## src/tcg_pkg.sv

```systemverilog
// ----------------------------------------------------------------------------
// tcg_pkg
// Shared types and constants of the text cursor glyph renderer.
// ----------------------------------------------------------------------------
package tcg_pkg;

	// glyph height is fixed at one font byte
	localparam int GLYPH_ROWS = 8;
	localparam int ROW_W      = 3;
	localparam int COORD_W    = 11;
	localparam int ADDR_MAX_W = 11;

	// register reset values
	localparam logic [15:0] FG_RST     = 16'hFFFF;
	localparam logic [15:0] BG_RST     = 16'h0000;
	localparam logic [7:0]  LEFT_RST   = 8'd0;
	localparam logic [7:0]  TOP_RST    = 8'd0;
	localparam logic [7:0]  RIGHT_RST  = 8'd127;
	localparam logic [7:0]  BOTTOM_RST = 8'd159;

	typedef enum logic [2:0] {
		REG_FG     = 3'd0,
		REG_BG     = 3'd1,
		REG_LEFT   = 3'd2,
		REG_TOP    = 3'd3,
		REG_RIGHT  = 3'd4,
		REG_BOTTOM = 3'd5
	} reg_idx_t;

	typedef enum logic [2:0] {
		ACT_PUT     = 3'd0,
		ACT_PUT_AT  = 3'd1,
		ACT_SET_POS = 3'd2,
		ACT_SAVE    = 3'd3,
		ACT_RESTORE = 3'd4,
		ACT_LOAD    = 3'd5
	} action_t;

	typedef enum logic [1:0] {
		KIND_CLEAR  = 2'd0,
		KIND_WINDOW = 2'd1,
		KIND_PIXEL  = 2'd2
	} kind_t;

	typedef enum logic {
		JOB_GLYPH = 1'b0,
		JOB_FONT  = 1'b1
	} job_op_t;

	typedef enum logic [1:0] {
		BK_IDLE   = 2'd0,
		BK_CLEAR  = 2'd1,
		BK_WINDOW = 2'd2,
		BK_PIXEL  = 2'd3
	} bk_state_t;

	typedef struct packed {
		logic [15:0] fg;
		logic [15:0] bg;
		logic [7:0]  left;
		logic [7:0]  top;
		logic [7:0]  right;
		logic [7:0]  bottom;
	} cfg_t;

	// one entry of the front-to-back queue
	typedef struct packed {
		job_op_t                 op;
		logic                    clear;
		logic [COORD_W-1:0]      clr_top;
		logic [COORD_W-1:0]      clr_bottom;
		logic [COORD_W-1:0]      win_left;
		logic [COORD_W-1:0]      win_top;
		logic [COORD_W-1:0]      win_right;
		logic [COORD_W-1:0]      win_bottom;
		logic [ADDR_MAX_W-1:0]   addr;
		logic [7:0]              data;
	} job_t;

endpackage

```

## src/tcg_queue.sv

```systemverilog
// ----------------------------------------------------------------------------
// tcg_queue
// Two-entry job queue between front and back.
// ----------------------------------------------------------------------------
module tcg_queue (
	input  logic           clk,
	input  logic           arst_n,
	input  logic           push,
	input  tcg_pkg::job_t  push_job,
	output logic           full,
	input  logic           pop,
	output logic           valid,
	output tcg_pkg::job_t  head
);

	tcg_pkg::job_t  entry_q [2];
	logic           wr_ptr_q, rd_ptr_q;
	logic [1:0]     count_q;

	assign full  = count_q == 2'd2;
	assign valid = count_q != 2'd0;
	assign head  = entry_q[rd_ptr_q];

	always_ff @(posedge clk or negedge arst_n) begin
		if (!arst_n) begin
			wr_ptr_q <= 1'b0;
			rd_ptr_q <= 1'b0;
			count_q <= 2'd0;
		end else begin
			if (push) wr_ptr_q <= ~wr_ptr_q;
			if (pop) rd_ptr_q <= ~rd_ptr_q;
			case ({push, pop})
				2'b10: count_q <= count_q + 2'd1;
				2'b01: count_q <= count_q - 2'd1;
				default: count_q <= count_q;
			endcase
		end
	end

	always_ff @(posedge clk) begin
		if (push) entry_q[wr_ptr_q] <= push_job;
	end

endmodule

```

## config.mk

```make
export PLATFORM = sky130hd
export DESIGN_NAME = tcg_queue
export DESIGN_NICKNAME = d
export VERILOG_FILES = /design/src/tcg_pkg.sv /design/src/tcg_queue.sv
export SDC_FILE = /design/constraint.sdc
export NUM_CORES = 1
export LEC_CHECK = 0
export BUFFER_PORTS_ARGS = -buffer_cell sky130_fd_sc_hd__buf_4
export CORE_MARGIN = 1
export CORE_UTILIZATION = 34
export DETAILED_ROUTE_END_ITERATION = 7
export GPL_TIMING_DRIVEN = 0
export MAX_ROUTING_LAYER = met4
export PLACE_DENSITY_LB_ADDON = 0.05
export SYNTH_ARGS = -nofsm -noshare
export SYNTH_HDL_FRONTEND = slang
export SYNTH_SLANG_ARGS = --single-unit
```

## constraint.sdc

```tcl
create_clock -name clk -period 7.1 [get_ports clk]
set_clock_uncertainty 0.15 [all_clocks]
set_input_delay 1.42 -clock clk [delete_from_list [all_inputs] [get_ports clk]]
set_output_delay 1.42 -clock clk [all_outputs]
set_load 0.01 [all_outputs]
```

* Word level (Yosys, flattened, before mapping) *
Memories as Yosys holds them, arrays and structs flattened.
Cells that the tools add are included.

storage, ports and cells
  bits in registers = 4
  output and inout bits = 89
  memories kept = 1
  input port bits = 91
  memory bits (writable) = 174
  logic and storage cells = 16

memory list
  name     words  bits a word  read ports  clocked after Yosys merged registers in  wr ports  RTL line         text
  entry_q  2      87           1           0                                        1         tcg_queue.sv:16  tcg_pkg::job_t entry_q [2];

cells by class
  multiplexer cells = 3
  add/sub/neg operators = 2
  reductions and logical operators = 2
  equality and inequality tests = 3
  bitwise operators = 2

operators by type and width
  cell                                                                 count
  2-bit == test (second input constant)                                2
  2-bit case mux with 2 select lines                                   1
  2-bit nonzero test                                                   2
  2-bit by 1-bit adder with 2-bit output (second input constant)       1
  2-bit by 1-bit == test with 1-bit output (second input constant)     1
  1-bit 2-to-1 mux                                                     2
  1-bit NOT                                                            2
  2-bit by 1-bit subtractor with 2-bit output (second input constant)  1

* Depth between registers and ports, before layout *
  word-level depth = 2
  gate-level depth with buffers = 5
  depth with buffers taken out = 5

* Worst setup path after synthesis *
OpenSTA, ideal clock, no wires.

  path kind = input to register
  start point = input push
  end point = memory entry_q[0][0] (netlist bit), enable pin
  buffers on the path = 0
  setup time = 535 ps
  slack = 1290 ps
  stages = 2
  arrival time = 5125 ps
  data required time = 6415 ps
  path through = inv_1 > nor2_1

between the ends
  longest elaborated chain between the ends = 2

RTL lines
  item                                    RTL line         text
  start, declared                         tcg_queue.sv:8   input logic push,
  1-bit 2-to-1 mux                        tcg_queue.sv:41  if (push) entry_q[wr_ptr_q] <= push_job;
  1-bit 2-to-1 mux (implied by the code)  tcg_queue.sv:41
  end, declared                           tcg_queue.sv:16

No other way between the ends.

==> impl_metrics.yaml <==
status:
  status: "finished clean"
route:
  viasPerCell: 4.408
  drt-met1-wl_um: 5084
  highest_layer: "met4"
  wl_per_cell_um: 16.50
  wirelength_um: 12130
  met2_wirelength_um: 6025
  wl_met3_um: 858
  vias: 3240
  initialDrtViolationCount: 136
  drc_errors: 0
  ant_nets: 0
  firstDrtPassIters: 4
synth:
  syn-num-nets: 379
  synth_cell_type_count: 14
  synth_area_um2: 6541
  synth_seq_cells: 178
  seq_area_frac_synth_pct: 81.41
  synth_top_family_by_area: "multiplexers"
  synthAdderAreaFrac_pct: 0.1913
  synth_compound_area_share_pct: 0
  synth-simple-area-share_pct: 0.4017
  syn_avg_cell_area_um2: 22.79
  synth-xor-area-share_pct: 0.6695
  synth_cells: 287
  ys.warnings.count: 0
  synthMuxAreaShare_pct: 16.12
floorplanning:
  start_util_pct: 34.85
  ioPinCount: 180
  fp-row-count: 50
  die_area_um2: 19800
  die_w_um: 140.7
  core_area_um2: 18770
  die_h_um: 140.7
critical_path:
  critPathMostFrequentCell: "buf_6"
  max_stage_delay_ns: 0.34
  path_class: "reg2out"
  crit_path_top_delay_cell: "dfrtp_1"
  crit_chain: "buf_6, buf_6, buf_6, mux2_4, buf_4"
  cp.arrival_ns: 1.72
  required_ns: 5.53
  endpoint_kind: "output port"
  path_max_fanout: 10
  start_kind: "flip-flop"
sta:
  hold_slack_ns: 0.3309
  rsz0062_at_grt: "false"
  clock.fmax_mhz: 303.7
  min_period_ns: 3.293
  slew_headroom_pct: 54.54
  hold_viol: 0
  setup_ws_ns: 3.807
  slew_violations: 0
  setup_viol: 0
  setup_tns_ns: 0
  fin_crit_sh_pct: 46.38
  tightest_slew_ns: 0.6803
final_layout:
  sequential_cell_area_um2: 5325
  layout-drive-gt1-share_pct: 61.28
  fillerInstances: 1644
  layout_common_cells: "buf_4 (179), edfxtp_1 (174), mux2_2 (67)"
  final_nets: 581
  areaGrowthSynthToFinish_pct: 34.72
  final_common_cell: "buf_4"
  antenna_cells: 0
  finalNonFillerCells: 735
  multi_input_comb_area_um2: 1147
pwr:
  ir_worst_vdd_uv: 167.2
  p_leak_nw: 3.354
  p_per_area_nw_per_um2: 387.8
  fin_total_pwr_mw: 3.417
cts:
  cts.sinks: 178
  cts.path.max_buffers: 2
  worstSkewPairLatency_ns: 0.41
  cts_resized: 0
  clk_pin_slew_worst_paths_ns: 0.06
  cts_tree: "built"
  root_buffer: "clkbuf_16"
  h-tree-depth: 4
  hold_buffers: 0
  post_cts_buffers: 0
  numCtsBuffers: 17
place:
  dpl.hpwl_um: 7929
  pre_cts_ws_ns: 4.027
  dpl.cell_count: 704
  gp_congestion: 0.6853
  port_buffers: 179
grt:
  grt_pass1_vias: 3605
  antenna_found_initial: 0
  grt_usage_pct: 13.33
  grt_max_degree: 47
  grt_pass1_wl_um: 18810
  overflow: 0
worst_hold_path:
  hp-class: "reg2reg"
run:
  drv_cap: 0
[layout make-up]
type / count / share of cell area [%]
Clock inverter: 10 / 1.008
Timing Repair Buffer: 183 / 16.33
Clock buffer: 21 / 4.998
Tap cell: 234 / 3.322
Inverter: 1 / 0.04260
Multi-Input combinational cell: 98 / 13.02
Sequential cell: 178 / 60.43
Buffer: 10 / 0.8519
[cells in the mapped netlist (all sizes together)]
cell type | number | area [um2]
nor2b | 1 | 6.260
and2 | 1 | 6.260
dfrtp | 4 | 100.1
xor2 | 3 | 26.28
or2 | 1 | 6.260
xnor2 | 2 | 17.52
mux2 | 87 | 1055
nor2 | 2 | 7.510
inv | 1 | 3.750
buf | 10 | 75.07
ha | 1 | 12.51
edfxtp | 174 | 5225
[final timing paths]
path | startpoint | to | slack [ns] | depth (start not counted)
hold / removal | count_q[1] | count_q[1] | 0.33 | 1
hold reg to reg | count_q[1] | count_q[1] | 0.33 | 1
setup / recovery | rd_ptr_q | head[57] | 3.81 | 5
min in group asynchronous | arst_n | wr_ptr_q | 0.64 | 1
setup reg to reg | wr_ptr_q | entry_q[0][0] | 5.20 | 3
max in group asynchronous | arst_n | count_q[1] | 6.06 | 1
[metrics by stage]
step,utilization (%),area [um2]
floorplan,-,6541
global placement,43.57,8178
detailed placement,44.13,8283
CTS,46.95,8812
global route,46.95,8812
finish,46.95,8812
[cell families after synthesis]
kind of cell	count (synthesis)
buf+inv	11
flops	178
simple gates	5
fa+ha+maj	1
xor+xnor	5
mux	87
[power by group]
part           switching, mW  internal [mW]
registers             0.0461           1.39
clock network          0.369          0.479
logic                  0.520          0.610
total                  0.936           2.48
[layer usage]
layer	global-route usage, %	up-vias
met5	-	-
met4	5.664	0
met3	4.891	11
met2	21.13	111
met1	15.22	1578
li1	-	1540
[flip-flops by register name (all words and copies together) (netlist names)]
| register | cells |
|---|---|
| entry_q | 174 |
| count_q | 2 |
| rd_ptr_q | 1 |
| wr_ptr_q | 1 |
[critical path: cells and delay by family, from the launching register on]
| family | cells | cell delay (ns) |
|---|---|---|
| buffers and inverters | 4 | 0.64 |
| flip-flops | 1 | 0.34 |
| multiplexers | 1 | 0.32 |
Note: power is estimated with default switching activity, not from simulation.
