===== config.mk =====
export PLATFORM = sky130hd
export DESIGN_NAME = tcg_front
export DESIGN_NICKNAME = d
export VERILOG_FILES = /design/src/tcg_pkg.sv /design/src/tcg_front.sv
export SDC_FILE = /design/constraint.sdc
export NUM_CORES = 1
export LEC_CHECK = 0
export BUFFER_PORTS_ARGS = -buffer_cell sky130_fd_sc_hd__buf_2
export CORE_ASPECT_RATIO = 0.5
export CORE_MARGIN = 2
export CORE_UTILIZATION = 58
export DETAILED_ROUTE_END_ITERATION = 12
export HOLD_SLACK_MARGIN = 0.15
export PLACE_DENSITY_LB_ADDON = 0.25
export SLEW_MARGIN = 20
export SYNTH_ARGS = -nofsm -noshare
export SYNTH_HDL_FRONTEND = slang
export SYNTH_SLANG_ARGS = --single-unit

===== constraint.sdc =====
create_clock -name clk -period 14 [get_ports clk]
set_input_delay 0.7 -clock clk [delete_from_list [all_inputs] [get_ports clk]]
set_output_delay 0.7 -clock clk [all_outputs]
set_load 0.01 [all_outputs]

===== src/tcg_pkg.sv =====
// ----------------------------------------------------------------------------
// tcg_pkg
// Shared types and constants of the text cursor glyph renderer.
// ----------------------------------------------------------------------------
package tcg_pkg;

	// glyph height is fixed at one font byte
	localparam int GLYPH_ROWS = 8;
	localparam int ROW_W      = 3;
	localparam int COORD_W    = 11;
	localparam int ADDR_MAX_W = 11;

	// register reset values
	localparam logic [15:0] FG_RST     = 16'hFFFF;
	localparam logic [15:0] BG_RST     = 16'h0000;
	localparam logic [7:0]  LEFT_RST   = 8'd0;
	localparam logic [7:0]  TOP_RST    = 8'd0;
	localparam logic [7:0]  RIGHT_RST  = 8'd127;
	localparam logic [7:0]  BOTTOM_RST = 8'd159;

	typedef enum logic [2:0] {
		REG_FG     = 3'd0,
		REG_BG     = 3'd1,
		REG_LEFT   = 3'd2,
		REG_TOP    = 3'd3,
		REG_RIGHT  = 3'd4,
		REG_BOTTOM = 3'd5
	} reg_idx_t;

	typedef enum logic [2:0] {
		ACT_PUT     = 3'd0,
		ACT_PUT_AT  = 3'd1,
		ACT_SET_POS = 3'd2,
		ACT_SAVE    = 3'd3,
		ACT_RESTORE = 3'd4,
		ACT_LOAD    = 3'd5
	} action_t;

	typedef enum logic [1:0] {
		KIND_CLEAR  = 2'd0,
		KIND_WINDOW = 2'd1,
		KIND_PIXEL  = 2'd2
	} kind_t;

	typedef enum logic {
		JOB_GLYPH = 1'b0,
		JOB_FONT  = 1'b1
	} job_op_t;

	typedef enum logic [1:0] {
		BK_IDLE   = 2'd0,
		BK_CLEAR  = 2'd1,
		BK_WINDOW = 2'd2,
		BK_PIXEL  = 2'd3
	} bk_state_t;

	typedef struct packed {
		logic [15:0] fg;
		logic [15:0] bg;
		logic [7:0]  left;
		logic [7:0]  top;
		logic [7:0]  right;
		logic [7:0]  bottom;
	} cfg_t;

	// one entry of the front-to-back queue
	typedef struct packed {
		job_op_t                 op;
		logic                    clear;
		logic [COORD_W-1:0]      clr_top;
		logic [COORD_W-1:0]      clr_bottom;
		logic [COORD_W-1:0]      win_left;
		logic [COORD_W-1:0]      win_top;
		logic [COORD_W-1:0]      win_right;
		logic [COORD_W-1:0]      win_bottom;
		logic [ADDR_MAX_W-1:0]   addr;
		logic [7:0]              data;
	} job_t;

endpackage


===== src/tcg_front.sv =====
// ----------------------------------------------------------------------------
// tcg_front
// Accepts items, resolves cursor movement and wrapping, queues draw/load jobs.
// ----------------------------------------------------------------------------
module tcg_front #(
	parameter int GLYPH_COLUMNS = 5,
	parameter int GLYPH_SCALE   = 1,
	parameter int CHAR_COUNT    = 256
) (
	input  logic                clk,
	input  logic                arst_n,
	input  tcg_pkg::cfg_t       cfg,
	input  logic                home,
	input  logic                in_valid,
	output logic                in_stall,
	input  logic [2:0]          action,
	input  logic [7:0]          char_code,
	input  logic [7:0]          text_col,
	input  logic [7:0]          text_row,
	input  logic [10:0]         font_index,
	input  logic [7:0]          font_byte,
	output logic                job_push,
	output tcg_pkg::job_t       job,
	input  logic                q_full
);

	localparam int CELL_W      = GLYPH_COLUMNS * GLYPH_SCALE;
	localparam int CELL_H      = tcg_pkg::GLYPH_ROWS * GLYPH_SCALE;
	localparam int STORE_DEPTH = CHAR_COUNT * GLYPH_COLUMNS;
	localparam int CW          = tcg_pkg::COORD_W;

	logic            valid_s1;
	logic [2:0]      action_s1;
	logic [CW-1:0]   pos_x_s1;
	logic [CW-1:0]   pos_y_s1;
	logic [10:0]     base_s1;
	logic [10:0]     font_index_s1;
	logic [7:0]      font_byte_s1;
	logic            load_ok_s1;

	logic [CW-1:0]   cursor_x_q, cursor_y_q, saved_x_q, saved_y_q;

	logic            accept, advance, needs_push, is_put;
	logic [13:0]     px, py;
	logic [CW-1:0]   pos_x, pos_y;
	logic [8:0]      code_m;
	logic [CW-1:0]   sx, sy, ny1, nx, ny, ex, ey;
	logic [CW:0]     ex0, ey1;
	logic            wrap, wrap_y;

	// set_position math does not depend on the cursor: resolve at accept
	always_comb begin
		px = 14'(cfg.left) + 14'(text_col) * 14'(CELL_W);
		py = 14'(cfg.top) + 14'(text_row) * 14'(CELL_H);
		pos_x = (px > 14'(cfg.right)) ? CW'(cfg.left) : px[CW-1:0];
		pos_y = (py > 14'(cfg.bottom)) ? CW'(cfg.top) : py[CW-1:0];
		code_m = (9'(char_code) >= 9'(CHAR_COUNT)) ? 9'(char_code) - 9'(CHAR_COUNT)
			: 9'(char_code);
	end

	always_comb begin
		is_put = (action_s1 == tcg_pkg::ACT_PUT) || (action_s1 == tcg_pkg::ACT_PUT_AT);
		needs_push = is_put || ((action_s1 == tcg_pkg::ACT_LOAD) && load_ok_s1);
		advance = valid_s1 && !(needs_push && q_full);
		in_stall = valid_s1 && !advance;
		accept = in_valid && !in_stall;
	end

	// glyph placement and line wrap
	always_comb begin
		sx = (action_s1 == tcg_pkg::ACT_PUT_AT) ? pos_x_s1 : cursor_x_q;
		sy = (action_s1 == tcg_pkg::ACT_PUT_AT) ? pos_y_s1 : cursor_y_q;
		ex0 = (CW+1)'(sx) + (CW+1)'(CELL_W);
		wrap = ex0 > (CW+1)'(cfg.right);
		ny1 = sy + CW'(CELL_H);
		ey1 = (CW+1)'(ny1) + (CW+1)'(CELL_H);
		wrap_y = ey1 > (CW+1)'(cfg.bottom);
		nx = wrap ? CW'(cfg.left) : sx;
		ny = wrap ? (wrap_y ? CW'(cfg.top) : ny1) : sy;
		ex = nx + CW'(CELL_W);
		ey = ny + CW'(CELL_H);
	end

	always_comb begin
		job_push = advance && needs_push;
		job.op = is_put ? tcg_pkg::JOB_GLYPH : tcg_pkg::JOB_FONT;
		job.clear = wrap;
		job.clr_top = ny;
		job.clr_bottom = ey;
		job.win_left = nx;
		job.win_top = ny;
		job.win_right = ex;
		job.win_bottom = ey;
		job.addr = is_put ? base_s1 : font_index_s1;
		job.data = font_byte_s1;
	end

	always_ff @(posedge clk or negedge arst_n) begin
		if (!arst_n) begin
			valid_s1 <= 1'b0;
		end else if (accept) begin
			valid_s1 <= 1'b1;
		end else if (advance) begin
			valid_s1 <= 1'b0;
		end
	end

	always_ff @(posedge clk) begin
		if (accept) begin
			action_s1 <= action;
			pos_x_s1 <= pos_x;
			pos_y_s1 <= pos_y;
			base_s1 <= 11'(code_m) * 11'(GLYPH_COLUMNS);
			font_index_s1 <= font_index;
			font_byte_s1 <= font_byte;
			load_ok_s1 <= 12'(font_index) < 12'(STORE_DEPTH);
		end
	end

	always_ff @(posedge clk or negedge arst_n) begin
		if (!arst_n) begin
			cursor_x_q <= CW'(tcg_pkg::LEFT_RST);
			cursor_y_q <= CW'(tcg_pkg::TOP_RST);
			saved_x_q <= CW'(tcg_pkg::LEFT_RST);
			saved_y_q <= CW'(tcg_pkg::TOP_RST);
		end else if (home) begin
			cursor_x_q <= CW'(cfg.left);
			cursor_y_q <= CW'(cfg.top);
			saved_x_q <= CW'(cfg.left);
			saved_y_q <= CW'(cfg.top);
		end else if (advance) begin
			case (action_s1)
				tcg_pkg::ACT_PUT, tcg_pkg::ACT_PUT_AT: begin
					cursor_x_q <= ex;
					cursor_y_q <= ny;
				end
				tcg_pkg::ACT_SET_POS: begin
					cursor_x_q <= pos_x_s1;
					cursor_y_q <= pos_y_s1;
				end
				tcg_pkg::ACT_SAVE: begin
					saved_x_q <= cursor_x_q;
					saved_y_q <= cursor_y_q;
				end
				tcg_pkg::ACT_RESTORE: begin
					cursor_x_q <= saved_x_q;
					cursor_y_q <= saved_y_q;
				end
				default: begin
				end
			endcase
		end
	end

endmodule


* Yosys cells after proc, flatten, opt, wreduce, memory -nomap -nowiden
Cells that the tools add are included.
Storage, ports and cells: ROM bits 0, logic and storage cells 75, input bits 115, output and inout port bits 89, RAM bits 0, bits in registers 101, latch bits 0, memories 0
Operators by class: shift-type cells 0, equal/unequal tests 5, bitwise gates (word level) 0, reduce and logical (&&, ||, !) cells 19, mux-type cells 23, magnitude comparators 5, div/mod/pow operators 0, $add $sub $neg 7, $mul 2
Operators with widths (number):
- 11-bit two-way mux | 16
- 11-bit case mux with 3 select lines | 2
- 12-bit by 8-bit greater-than comparator with 1-bit output | 4
- 8-bit by 11-bit adder with 12-bit output | 2
- 11-bit by 4-bit adder with 11-bit output, second input constant | 2
- 8-bit by 3-bit multiplier with 11-bit output, second input constant | 2
- 8-bit two-way mux | 2
- 11-bit by 3-bit adder with 12-bit output, second input constant | 1
- 11-bit by 4-bit adder with 12-bit output, second input constant | 1
- 11-bit by 3-bit adder with 11-bit output, second input constant | 1
- 11-bit less-than comparator, second input constant | 1
- 3-bit by 2-bit == test with 1-bit output, second input constant | 2
- 3-bit == test, second input constant | 2
- 1-bit logical AND | 6
- 2-bit nonzero test | 3
- 2-bit AND reduction | 2
- 4-bit nonzero test | 1
- 3-bit by 1-bit == test with 1-bit output, second input constant | 1
- 1-bit zero test | 3
- 3-bit zero test | 1
- 1-bit two-way mux | 3
- 1-bit logical OR | 2
- 2-bit OR reduction | 1

* Depth between registers and ports, before layout
Gate-level depths: netlist (run 1).
depth after elaboration 11, mapped depth 25, gate-level depth less buffers 20

* Worst setup path after synthesis (run 1)
No wires, ideal clock.
path type register -> output, start register action_s1[1], end output port job[73] in the netlist's numbering, setup slack 8520 ps, cell stages (with the launch flop) 25, buffers on the path 5, data required time 13300 ps, arrival time 4780 ps, cell sequence edfxtp_1 or3b_1 buf_6 clkbuf_1 clkbuf_1 nand2_1 nand2_1 ha_1 o21ai_0 xnor2_1 nand2_1 o21ai_0 ha_1 nand4_1 a21oi_1 o22a_1 nor3_2 inv_2 buf_2 o31a_1 a21oi_1 and2_1 nand4_1 xnor2_1 buf_4
RTL lines:
- from (decl) | RTL line tcg_front.sv:33 | logic [2:0] action_s1;
- from (signal assigned) | RTL line tcg_front.sv:110 | action_s1 <= action;
- to (decl) | RTL line tcg_front.sv:23 | output tcg_pkg::job_t job,

==> run_results.csv, run 1 <==
group,metric,value,unit
placement,gp_congestion,0.875,
grt,gr-usage-all-layers,27.7,%
floorplan,core_area,12800,µm²
worst_hold_path,hold_path.class,"in -> async",
placement,portBuffers,167,
sta,slew_violations,0,
sta,fin_ws,7.59,ns
sta,period_needed,6.41,ns
yosys,synth_xor_xnor_area_share,4.88,%
setup_path,worstPathArrival,5.71,ns
cells_and_area,final_nets,1140,
pwr,max-vdd-ir-drop,0.102,mV
yosys,synthMuxAreaShare,7.79,%
sta,skew,0.00414,ns
setup_path,path_max_fanout,28,
yosys,synth_cells,812,
cells_and_area,stdcell_count,1120,
yosys,ys_async_sr_fraction,44.6,%
clocking,hold_buffers,0,
sta,setup_violations,0,
setup_path,path_class,"reg -> out",
placement,dp_hpwl,14.1,mm
detailed_routing,drt_first_pass_iters,7,
yosys,synth.cell_area,7690,µm²
sta,relSlewSlack,27.3,%
grt,antenna_found_initial,0,
detailed_routing,vias,6582,
grt,grt.overflow.total,0,
clocking,cts_root_buf,"clkbuf_16",
clocking,cts_tree,"done",
detailed_routing,viasPerCell,5.88,
cells_and_area,layout_common_cells,"buf_2 (166), nand2_1 (97), ha_1 (72)",
grt,grt_max_degree,57,
detailed_routing,totalWireLength,19.4,mm
sta,tightest_slew,1.09,ns
cells_and_area,diodes,0,
sta,rsz0062_at_grt,"no",
yosys,synth_edf_count,56,
clocking,cts.sinks,101,
clocking,numCtsBuffers,9,
clocking,cts_resized,0,
setup_path,crit_required,13.30,ns
floorplan,io-pin-count,204,
clocking,post-cts-setup-buffers,0,
sta,hold_viol_final,0,
floorplan,initial_core_util,60.0,%
status,status,"finished clean",
floorplan,die_y,85.4,µm
run,maxCapViolCount,0,
sta,min_period_over_period,45.8,%
yosys,avgSynthCellArea,9.47,µm²
yosys,synth_compound_area_share,16.4,%
detailed_routing,antenna_left,0,
clocking,clk_latency,0.35,ns
sta,tns,0,ns
detailed_routing,dr.first_iter.drc_count,388,
clocking,cts.path.max_buffers,2,
placement,post-place-ws,8.02,ns
yosys,yosys.area_share.adder,13.8,%
grt,grt_pass1_wl,31.8,mm
pwr,p_leak,0.00418,µW
yosys,ys_seq_area_share,36.5,%
cells_and_area,drive_above_1_share,24.0,%
yosys,ys_seq_elements,101,
yosys,synth_top_family_by_area,"compound AO/OA/AOI/OAI gates",
setup_path,cp-end-kind,"output port",
cells_and_area,final_common_cell,"buf_2",
yosys,synth-simple-area-share,12.9,%
clocking,htree_levels,3,
detailed_routing,drc,0,
pwr,power_density,123,nW/µm²
detailed_routing,wl_per_cell,17.4,µm
cells_and_area,layout-area-overhead-vs-synth,13.9,%
placement,dpl.cell_count,1104,
grt,grt_pass1_vias,6591,
floorplan,std_cell_rows,29,
clocking,clk_pin_slew,0.07,ns
sta,fmax,0.156,GHz
floorplan,chipWidth,167,µm
yosys,synthDistinctLibCells,67,
setup_path,start_kind,"register",
floorplan,die_area,14300,µm²
yosys,ys.flop_type,"edfxtp_1",
yosys,yosysWarnings,0,
final cells by class:
class / instances / area (µm²)
Inverter: 62 / 233
Clock inverter: 6 / 63.8
Fill cell: 1060 / 4050
Clock buffer: 10 / 229
Multi-Input combinational cell: 598 / 4330
Sequential cell: 101 / 2810
Tap cell: 170 / 213
Timing Repair Buffer: 173 / 883
cell families (layout without fill, tap and decap cells):
family | after synthesis | count (layout)
simple gates | 216 | 216
mux | 55 | 55
buf+inv | 122 | 251
flops | 101 | 101
xor+xnor | 42 | 42
other cells | 1 | 10
fa+ha+maj | 80 | 80
compound gates | 195 | 195
path summary, 6_finish.rpt:
kind | slack, ns | start | cells after the start | endpoint
max | 7.59 | action_s1[0]$_DFFE_PP_ | 18 | job[28]
min | 0.35 | arst_n | 1 | saved_x_q[0]$_DFFE_PN0P_
max reg2reg | 8.95 | action_s1[0]$_DFFE_PP_ | 17 | cursor_y_q[3]$_DFFE_PN0P_
min reg2reg | 0.53 | saved_y_q[9]$_DFFE_PN0P_ | 2 | saved_y_q[9]$_DFFE_PN0P_
max in group asynchronous | 13.23 | arst_n | 1 | cursor_x_q[2]$_DFFE_PN0P_
min in group clk | 0.52 | font_index[7] | 1 | font_index_s1[7]$_DFFE_PP_
per-layer routing:
| metal | share of wire (%) | GRT usage [%] | up-vias | routed length (µm) |
|---|---|---|---|---|
| met4 | 1.2 | 7.05 | 0 | 227 |
| met5 | 0 | 0 | - | 0 |
| met3 | 9.0 | 6.48 | 20 | 1740 |
| met2 | 47 | 47.5 | 306 | 9070 |
| li1 | - | - | 3149 | - |
| met1 | 43 | 35.8 | 3107 | 8400 |
critical path, stage by stage, from the launching register on:
cell and delay [ns]:
edfxtp_1 0.53, or3b_1 0.38, buf_4 0.26, mux2_2 0.37, ha_1 0.32, xnor2_2 0.32, and3_1 0.25, xnor2_1 0.16
ha_1 0.29, a21oi_1 0.12, o21ai_0 0.10, o22ai_1 0.24, nand3_1 0.32, or2_4 0.37, o211ai_1 0.54, ha_1 0.34
nand3_1 0.11, xnor2_1 0.17, buf_2 0.16
flip-flops by register name, summed over array words and instances (netlist names), 3 cells and up:
signal	count
action_s1	3
saved_x_q	11
cursor_y_q	11
font_index_s1	11
font_byte_s1	8
saved_y_q	11
base_s1	11
cursor_x_q	11
pos_x_s1	11
pos_y_s1	11
stage by stage:
step / power (µW) / hold WS [ns] / utilization, % / instance area, µm²
6_report: 1070 / 0.353 / 68.4 / 8760
5_1_grt: 1140 / 0.404 / 68.4 / 8760
4_1_cts: 1070 / 0.512 / 68.4 / 8760
3_5_place_dp: 824 / 0.519 / 66.1 / 8460
3_3_place_gp: 810 / 0.511 / 66.1 / 8460
2_1_floorplan: 706 / 0.404 / - / 7720
report_power, final:
| part | switching (µW) | total, µW | internal [µW] |
|---|---|---|---|
| Clock | 112 | 251 | 139 |
| Sequential | 21.9 | 367 | 345 |
| Combinational | 270 | 456 | 187 |
Yosys cell counts (all sizes together), types with 9 or more instances:
cell type,number,area share (%)
nand2,97,4.7
ha,72,12
o21ai,63,4.1
inv,61,3.0
edfxtp,56,22
a21oi,53,3.4
dfrtp,45,15
buf,43,3.9
nor2,40,2.0
mux2i,29,3.9
xnor2,27,3.2
mux2,26,3.9
nand3,19,1.2
clkbuf,17,0.83
xor2,15,1.7
nor3,11,0.78
a221o,10,1.3
nand4,10,0.81
and3,9,0.73
Note: power is estimated with default switching activity, not from simulation.
==> run 2, diff against run 1 <==
--- a/config.mk
+++ b/config.mk
@@ -8,7 +8,7 @@
 export BUFFER_PORTS_ARGS = -buffer_cell sky130_fd_sc_hd__buf_2
 export CORE_ASPECT_RATIO = 0.5
 export CORE_MARGIN = 2
-export CORE_UTILIZATION = 58
+export CORE_UTILIZATION = 49
 export DETAILED_ROUTE_END_ITERATION = 12
 export HOLD_SLACK_MARGIN = 0.15
 export PLACE_DENSITY_LB_ADDON = 0.25
==> constraint.sdc (replaced) <==
create_clock -name clk -period 5.7 [get_ports clk]
set_input_delay 0.285 -clock clk [delete_from_list [all_inputs] [get_ports clk]]
set_output_delay 0.285 -clock clk [all_outputs]
set_load 0.01 [all_outputs]
==> run 2 against run 1 <==
  * Clock skew increased by 0.010 ns
  * Sequential power increased by 150%
  * Core utilization decreased by 8.6 points
  * Setup slack got worse by 7.3 ns
  * Die area increased by 18%
  * Worst hold slack got worse by 0.18 ns
  * Sequential share of layout area decreased by 1.5 points
  * Non-clock buffer count increased by 43
  * First-iteration DRC count increased by 44%
  * Design area increased by 4.9%
  * Flip-flop and latch count unchanged
  * Register-to-register slack got worse by 8.0 ns
  * Critical path type unchanged
  * Largest cell class unchanged
==> run_results.csv, run 2 (same netlist as run 1, synthesis figures left out) <==
group,metric,value,unit
grt,gr-usage-all-layers,25.4,%
sta,slew_violations,0,
pwr,comb_power_share,44.2,%
sta,fmax,0.185,GHz
clocking,clk_latency,0.37,ns
sta,skew,0.0146,ns
pwr,clockPowerShare,22.4,%
pwr,max-vdd-ir-drop,0.160,mV
pwr,switching_power,1030,µW
placement,portBuffers,167,
pwr,p_leak,0.00437,µW
sta,tns,0,ns
grt,antenna_found_initial,0,
placement,dpl.cell_count,1148,
pwr,p_sw_share,38.1,%
clocking,cts_tree,"done",
cells_and_area,drive_above_1_share,25.2,%
pwr,internal_power,1670,µW
cells_and_area,layout_common_cells,"buf_2 (166), nand2_1 (97), ha_1 (72)",
detailed_routing,vias,6715,
placement,dp_hpwl,14.7,mm
pwr,seqPwrFrac,33.4,%
setup_path,start_kind,"register",
run,maxCapViolCount,0,
detailed_routing,viasPerCell,5.61,
setup_path,path_class,"reg -> out",
floorplan,die_y,92.6,µm
cells_and_area,final_nets,1183,
grt,grt_pass1_wl,33.8,mm
clocking,cts.path.max_buffers,2,
floorplan,die_area,16800,µm²
cells_and_area,final_common_cell,"buf_2",
cells_and_area,layout-area-overhead-vs-synth,19.5,%
floorplan,io-pin-count,204,
detailed_routing,dr.first_iter.drc_count,559,
clocking,clk_pin_slew,0.07,ns
grt,grt_pass1_vias,6705,
sta,setup_violations,0,
clocking,cts_root_buf,"clkbuf_16",
floorplan,std_cell_rows,32,
detailed_routing,drt_first_pass_iters,6,
sta,period_needed,5.40,ns
setup_path,path_max_fanout,15,
detailed_routing,wl_per_cell,17.3,µm
sta,hold_viol_final,0,
clocking,cts.sinks,101,
clocking,htree_levels,3,
sta,min_period_over_period,94.7,%
setup_path,crit_required,5.41,ns
clocking,numCtsBuffers,9,
setup_path,worstPathArrival,5.11,ns
cells_and_area,stdcell_count,1197,
grt,grt_max_degree,57,
detailed_routing,totalWireLength,20.8,mm
setup_path,cp-end-kind,"output port",
floorplan,initial_core_util,50.0,%
cells_and_area,diodes,0,
status,status,"finished clean",
detailed_routing,drc,0,
pwr,power_density,293,nW/µm²
sta,relSlewSlack,21.3,%
placement,gp_congestion,0.893,
worst_hold_path,hold_path.class,"in -> reg",
grt,grt.overflow.total,0,
cells_and_area,post-route-util,59.8,%
pwr,finalPower,2700,µW
floorplan,chipWidth,181,µm
floorplan,core_area,15400,µm²
detailed_routing,antenna_left,0,
sta,tightest_slew,1.18,ns
[run 2: changes by cell type in the layout (fill, tap and decap cells not counted), sizes merged]
cell         before  now
dlygate4sd3       0   27
buf             173  189
clkinv            6    4
bufinv            1    0
clkbuf           10   11
clkinvlp          0    1
inv              61   62
[run 2: power by group through the flow]
| stage | registers [µW] | clock network [µW] | logic, µW |
|---|---|---|---|
| final | 901 | 605 | 1190 |
| after global routing | 910 | 641 | 1320 |
| after CTS | 899 | 615 | 1170 |
| after detailed placement | 914 | 0 | 1150 |
| after global placement | 912 | 0 | 1130 |
| after floorplan | 899 | 0 | 835 |
[run 2: path summary, 6_finish.rpt]
check	slack (ns)	endpoint	cells past startpoint	from
min	0.17	pos_y_s1[2]$_DFFE_PP_	1	cfg[18]
min reg2reg	0.53	saved_x_q[10]$_DFFE_PN0P_	2	saved_x_q[10]$_DFFE_PN0P_
min in group asynchronous	0.47	cursor_x_q[1]$_DFFE_PN0P_	2	arst_n
max reg2reg	0.95	cursor_x_q[8]$_DFFE_PN0P_	22	action_s1[0]$_DFFE_PP_
max	0.30	job[29]	20	action_s1[1]$_DFFE_PP_
max in group asynchronous	4.77	cursor_y_q[4]$_DFFE_PN0P_	2	arst_n
[run 2: per-stage QoR]
stage	hold slack, ns	setup WS (ns)	instance area [µm²]
floorplan	-0.0106	0.635	7720
global placement	0.462	0.470	8580
detailed placement	0.463	0.372	8580
CTS	0.156	0.201	9130
global route	0.167	-0.00243	9190
finish	0.170	0.304	9190
[run 2: per-layer routing]
layer | vias to the layer above | global-route usage, % | routed length, µm
met5 | - | 0 | 0
met4 | 0 | 6.78 | 311
met3 | 32 | 4.44 | 1420
met2 | 276 | 42.0 | 9400
met1 | 3165 | 34.7 | 9630
li1 | 3242 | - | -
[run 2: cell type report]
cell class	count	area (µm²)
Clock buffer	11	243
Clock inverter	5	35.0
Fill cell	1391	6180
Inverter	62	233
Multi-Input combinational cell	598	4350
Sequential cell	101	2810
Tap cell	204	255
Timing Repair Buffer	216	1270
[run 2: worst max-delay path, stage by stage, from the launching register on]
cell and delay, ns:
edfxtp_1 0.51, or3b_4 0.57, buf_4 0.25, nand2_1 0.08
nand2_1 0.11, ha_1 0.31, xnor2_2 0.25, and3_1 0.24
xnor2_1 0.13, ha_1 0.27, a21oi_1 0.15, o21ai_0 0.10
o22ai_1 0.21, nand3_1 0.15, or2_4 0.29, o211ai_1 0.25
buf_4 0.18, and2b_1 0.18, nand4_1 0.15, xnor2_1 0.22
buf_2 0.16
[run 2: timing repair]
action,in CTS,in global routing
setup buffers,0,6
hold endpoints to repair,26,45
gates resized for setup,1,2
pin swaps,0,2
hold buffers,26,1
cloned,0,0
setup endpoints to repair,4,12
